--- src/hw/rtl/nfci_pkg.sv ---
`timescale 1ns / 1ps
// Shared types and constants for the NOR flash command interface.
// No dependencies; used by nfci_decode and the top level.
package nfci_pkg;

    localparam int CMD_ADDR_BITS = 15;
    localparam int DATA_BITS     = 32;
    localparam int BYTE_BITS     = 8;
    localparam int SECT_BITS     = 13;
    localparam int SECT_LOW_BITS = 12;

    typedef logic [2:0] t_step;

    localparam t_step STEP_IDLE = 3'd0;
    localparam t_step STEP_AA1  = 3'd1;
    localparam t_step STEP_55A  = 3'd2;
    localparam t_step STEP_PROG = 3'd3;
    localparam t_step STEP_E80  = 3'd4;
    localparam t_step STEP_AA2  = 3'd5;
    localparam t_step STEP_55B  = 3'd6;

    localparam logic [CMD_ADDR_BITS-1:0] UNLOCK_ADDR1 = 15'h5555;
    localparam logic [CMD_ADDR_BITS-1:0] UNLOCK_ADDR2 = 15'h2AAA;

    localparam logic [BYTE_BITS-1:0] CMD_UNLOCK1    = 8'hAA;
    localparam logic [BYTE_BITS-1:0] CMD_UNLOCK2    = 8'h55;
    localparam logic [BYTE_BITS-1:0] CMD_ID_ENTRY   = 8'h90;
    localparam logic [BYTE_BITS-1:0] CMD_ID_EXIT    = 8'hF0;
    localparam logic [BYTE_BITS-1:0] CMD_PROGRAM    = 8'hA0;
    localparam logic [BYTE_BITS-1:0] CMD_ERASE      = 8'h80;
    localparam logic [BYTE_BITS-1:0] CMD_CHIP_ERASE = 8'h10;

    typedef logic [1:0] t_cfg_index;

    localparam t_cfg_index CFG_MANUF_ID     = 2'd0;
    localparam t_cfg_index CFG_DEVICE_ID    = 2'd1;
    localparam t_cfg_index CFG_SECTOR_WORDS = 2'd2;
    localparam t_cfg_index CFG_SECTOR_CMD   = 2'd3;

    typedef struct packed {
        t_step next_step;
        logic  id_mode;
        logic  chip_erase;
        logic  sect_wipe;
    } t_dec;

endpackage

--- src/hw/rtl/nfci_decode.sv ---
`timescale 1ns / 1ps
// JEDEC command sequence decoder for one bus write request.
// Depends on nfci_pkg for step codes, command bytes and the result struct.
module nfci_decode (
    input  nfci_pkg::t_step                          i_step,
    input  logic [nfci_pkg::CMD_ADDR_BITS-1:0]       i_cmd_addr,
    input  logic [nfci_pkg::BYTE_BITS-1:0]           i_cmd,
    input  logic [nfci_pkg::BYTE_BITS-1:0]           i_sector_cmd,
    input  logic                                     i_id_mode,
    output nfci_pkg::t_dec                           o_dec
);
    import nfci_pkg::*;

    logic at1;
    logic at2;

    assign at1 = (i_cmd_addr == UNLOCK_ADDR1);
    assign at2 = (i_cmd_addr == UNLOCK_ADDR2);

    always_comb begin
        o_dec.next_step    = STEP_IDLE;
        o_dec.id_mode      = i_id_mode;
        o_dec.chip_erase   = 1'b0;
        o_dec.sect_wipe    = 1'b0;
        case (i_step)
            STEP_AA1: begin
                if (at2 && i_cmd == CMD_UNLOCK2) o_dec.next_step = STEP_55A;
            end
            STEP_55A: begin
                if (at1 && i_cmd == CMD_ID_ENTRY) begin
                    o_dec.id_mode = 1'b1;
                end else if (at1 && i_cmd == CMD_PROGRAM) begin
                    o_dec.next_step = STEP_PROG;
                end else if (at1 && i_cmd == CMD_ERASE) begin
                    o_dec.next_step = STEP_E80;
                end
            end
            STEP_E80: begin
                if (at1 && i_cmd == CMD_UNLOCK1) o_dec.next_step = STEP_AA2;
            end
            STEP_AA2: begin
                if (at2 && i_cmd == CMD_UNLOCK2) o_dec.next_step = STEP_55B;
            end
            STEP_55B: begin
                // Chip erase takes precedence if the sector command clashes with it.
                if (at1 && i_cmd == CMD_CHIP_ERASE) begin
                    o_dec.chip_erase = 1'b1;
                end else if (i_cmd == i_sector_cmd) begin
                    o_dec.sect_wipe = 1'b1;
                end
            end
            default: begin
                if (at1 && i_cmd == CMD_UNLOCK1) o_dec.next_step = STEP_AA1;
            end
        endcase
        // A stray exit command always leaves ID mode and resets the sequence.
        if (i_cmd == CMD_ID_EXIT) begin
            o_dec.id_mode   = 1'b0;
            o_dec.next_step = STEP_IDLE;
        end
    end

endmodule

--- config.mk ---
export PLATFORM = sky130hd
export DESIGN_NAME = nfci_decode
export DESIGN_NICKNAME = d
export VERILOG_FILES = /design/src/hw/rtl/nfci_pkg.sv /design/src/hw/rtl/nfci_decode.sv
export SDC_FILE = /design/constraint.sdc
export NUM_CORES = 1
export LEC_CHECK = 0
export ABC_CLOCK_PERIOD_IN_PS = 1540
export BUFFER_PORTS_ARGS = -buffer_cell sky130_fd_sc_hd__buf_2
export CORE_AREA = 2 2 39 41
export DETAILED_ROUTE_END_ITERATION = 6
export DIE_AREA = 0 0 41 43
export GPL_TIMING_DRIVEN = 0
export PLACE_DENSITY = 0.75
export SLEW_MARGIN = 20
export SYNTH_ARGS = -nofsm -noshare
export SYNTH_HDL_FRONTEND = slang
export SYNTH_SLANG_ARGS = --single-unit
--- constraint.sdc ---
create_clock -name vclk -period 1.54
set_input_delay 0.154 -clock vclk [all_inputs]
set_output_delay 0.154 -clock vclk [all_outputs]
set_load 0.05 [all_outputs]
==> impl_metrics.env <==
export IMPL_vdd_drop_max_mv=0.119
export IMPL_clkbuf_count=0
export IMPL_antenna_cells=0
export IMPL_power_total_w=0.000147
export IMPL_netlist_top_cell_by_area="xor2_1"
export IMPL_avgViaCountPerCell=5.45
export IMPL_fillers=125
export IMPL_synth_fp_nets=86
export IMPL_power_density_nw_per_um2=185
export IMPL_hpwl_microns=1130
export IMPL_die_h_microns=43
export IMPL_max_slew_margin_rel=0.781
export IMPL_synth_top_area_frac=0.140
export IMPL_antenna_found_initial=0
export IMPL_seq_cells=0
export IMPL_worst_setup_path_start_kind="input pin"
export IMPL_dr_total_vias=605
export IMPL_synthesis_area_sq_um=377
export IMPL_p_clk_frac=0
export IMPL_seqCellArea_sq_um=0
export IMPL_netSwitchingFraction=0.480
export IMPL_ys_top_cells_by_count="6 x nor2_1, 6 x xor2_1, 4 x nand2_1"
export IMPL_post_route_period_util=1.04
export IMPL_ys_warnings_count=0
export IMPL_violations="negative setup slack"
export IMPL_p_sw_w=0.0000707
export IMPL_ant_nets=0
export IMPL_hold_class="in -> out"
export IMPL_drv_max_cap_violation_count=0
export IMPL_die_w_microns=41
export IMPL_synth_cells=51
export IMPL_arrival_ns=1.44
export IMPL_power_internal_w=0.0000765
export IMPL_period_needed_ns=1.60
export IMPL_syn2layout_area_growth_pct=112
export IMPL_fin_ws_ns=-0.0561
export IMPL_end_kind="output port"
export IMPL_drt_iter0_drc=11
export IMPL_ys_types=25
export IMPL_track_usage=0.198
export IMPL_p_seq_frac=0
export IMPL_grt_max_degree=8
export IMPL_multi_input_area_sq_um=468
export IMPL_p_leak_nw=0.366
export IMPL_drc=0
export IMPL_die_area_sq_um=1760
export IMPL_hold_viol_final=0
export IMPL_routedWlPerCell_microns=13.4
export IMPL_place_inst=108
export IMPL_grt_ovfl_total=0
export IMPL_rsz0062_at_grt="true"
export IMPL_avgSynthCellArea_sq_um=7.38
export IMPL_wl_microns=1480
export IMPL_clock_fmax_mhz=627
export IMPL_drive_above_1_share=0.632
export IMPL_critPathRequiredTime_ns=1.39
export IMPL_crit_fanout=3
export IMPL_gp_congestion=0.827
export IMPL_numPortBuffers=41
export IMPL_start_util=0.272
export IMPL_slew_violations=0
export IMPL_final_instance_count_excl_fill=111
export IMPL_fp_coreArea_sq_um=1380
export IMPL_worstMarginPinSlew_ns=0.326
export IMPL_first_pass_iters=4
export IMPL_first_global_vias=636
export IMPL_postCtsHoldBufs=0
export IMPL_status="finished with violations"
export IMPL_num_rows=14
export IMPL_grt_pass1_wl_microns=2560
export IMPL_finalNetCount=132
export IMPL_p_comb_frac=1.000
export IMPL_io_pins=41
export IMPL_finalSetupViolCount=1
export IMPL_yosysSeqAreaShare=0
export IMPL_critPathKind="in -> out"
export IMPL_synthTopCellsByArea="xor2_1 14%, nor4bb_1 8.0%, xnor2_1 7.0%"
[path summary, 6_finish.rpt]
kind	startpoint	end	slack, ns	cells after the start
setup / recovery	i_step[0]	o_dec[5]	-0.06	6
hold / removal	i_id_mode	o_dec[2]	0.66	3
[area by class of cell]
class | instances | share of cell area
inverter | 1 | 0.00471
multi-input combinational | 50 | 0.587
tap | 16 | 0.0251
timing repair buffer | 44 | 0.383
[power groups by stage]
stage          sequential (W)  clock [W]  combinational, W
3_5_place_dp                0          0          0.000122
2_1_floorplan               0          0         0.0000483
5_1_grt                     0          0          0.000163
6_report                    0          0          0.000147
4_1_cts                     0          0          0.000136
3_3_place_gp                0          0          0.000118
[metal layers]
layer / global-route usage / wire [microns]
met2: 0.384 / 825
met3: 0.0105 / 97
met1: 0.213 / 524
met5: 0 / 0
met4: 0.0400 / 34
[worst max-delay path, cell delays in order]
cell	delay [ns]
buf_8	0.10
or4b_4	0.56
nor4_4	0.18
a32o_2	0.18
a22o_4	0.13
buf_8	0.14
[cells by family (layout without fill, tap and decap cells)]
group	Yosys count	in the layout	synth area share
AO/OA/AOI/OAI	6	6	0.143
XOR/XNOR	9	9	0.209
buffers and inverters	1	45	0.00996
AND/OR/NAND/NOR	35	35	0.638
[repair_timing]
item,in CTS,in global routing
pin swaps,9,6
gates resized for setup,22,14
setup endpoints to repair,6,6
setup buffers,3,0
[layout by cell type, fill, tap and decap left out]
master	n
nor3_4	1
or4b_1	1
xor2_1	6
a22o_4	1
nor2_1	6
nand4b_1	1
nor4_4	3
or2b_1	1
clkbuf_4	2
buf_6	8
buf_8	2
nand2_2	1
buf_2	28
buf_4	4
and4b_1	1
a2111oi_4	1
nor4bb_2	3
nor3_1	2
nand3b_1	2
or4b_4	1
inv_1	1
xnor2_1	3
a32o_2	2
a31o_2	1
and3_2	1
and4_4	1
nor4_1	1
nand2_1	3
nand4_1	3
nor4b_1	1
nand3_1	2
o22ai_1	1
[through the flow]
stage | setup TNS, ns | utilization | cell area [sq um] | setup slack [ns] | hold WS (ns)
after global routing | -0.212 | 0.576 | 797 | -0.0850 | 0.672
after global placement | -1.21 | 0.455 | 629 | -0.249 | 0.741
after floorplan | -0.0796 | - | 404 | -0.0796 | 0.540
final | -0.0561 | 0.576 | 797 | -0.0561 | 0.663
after detailed placement | -1.30 | 0.455 | 629 | -0.275 | 0.743
after CTS | -0.0795 | 0.531 | 734 | -0.0716 | 0.684
(Power assumes the default switching activity.)
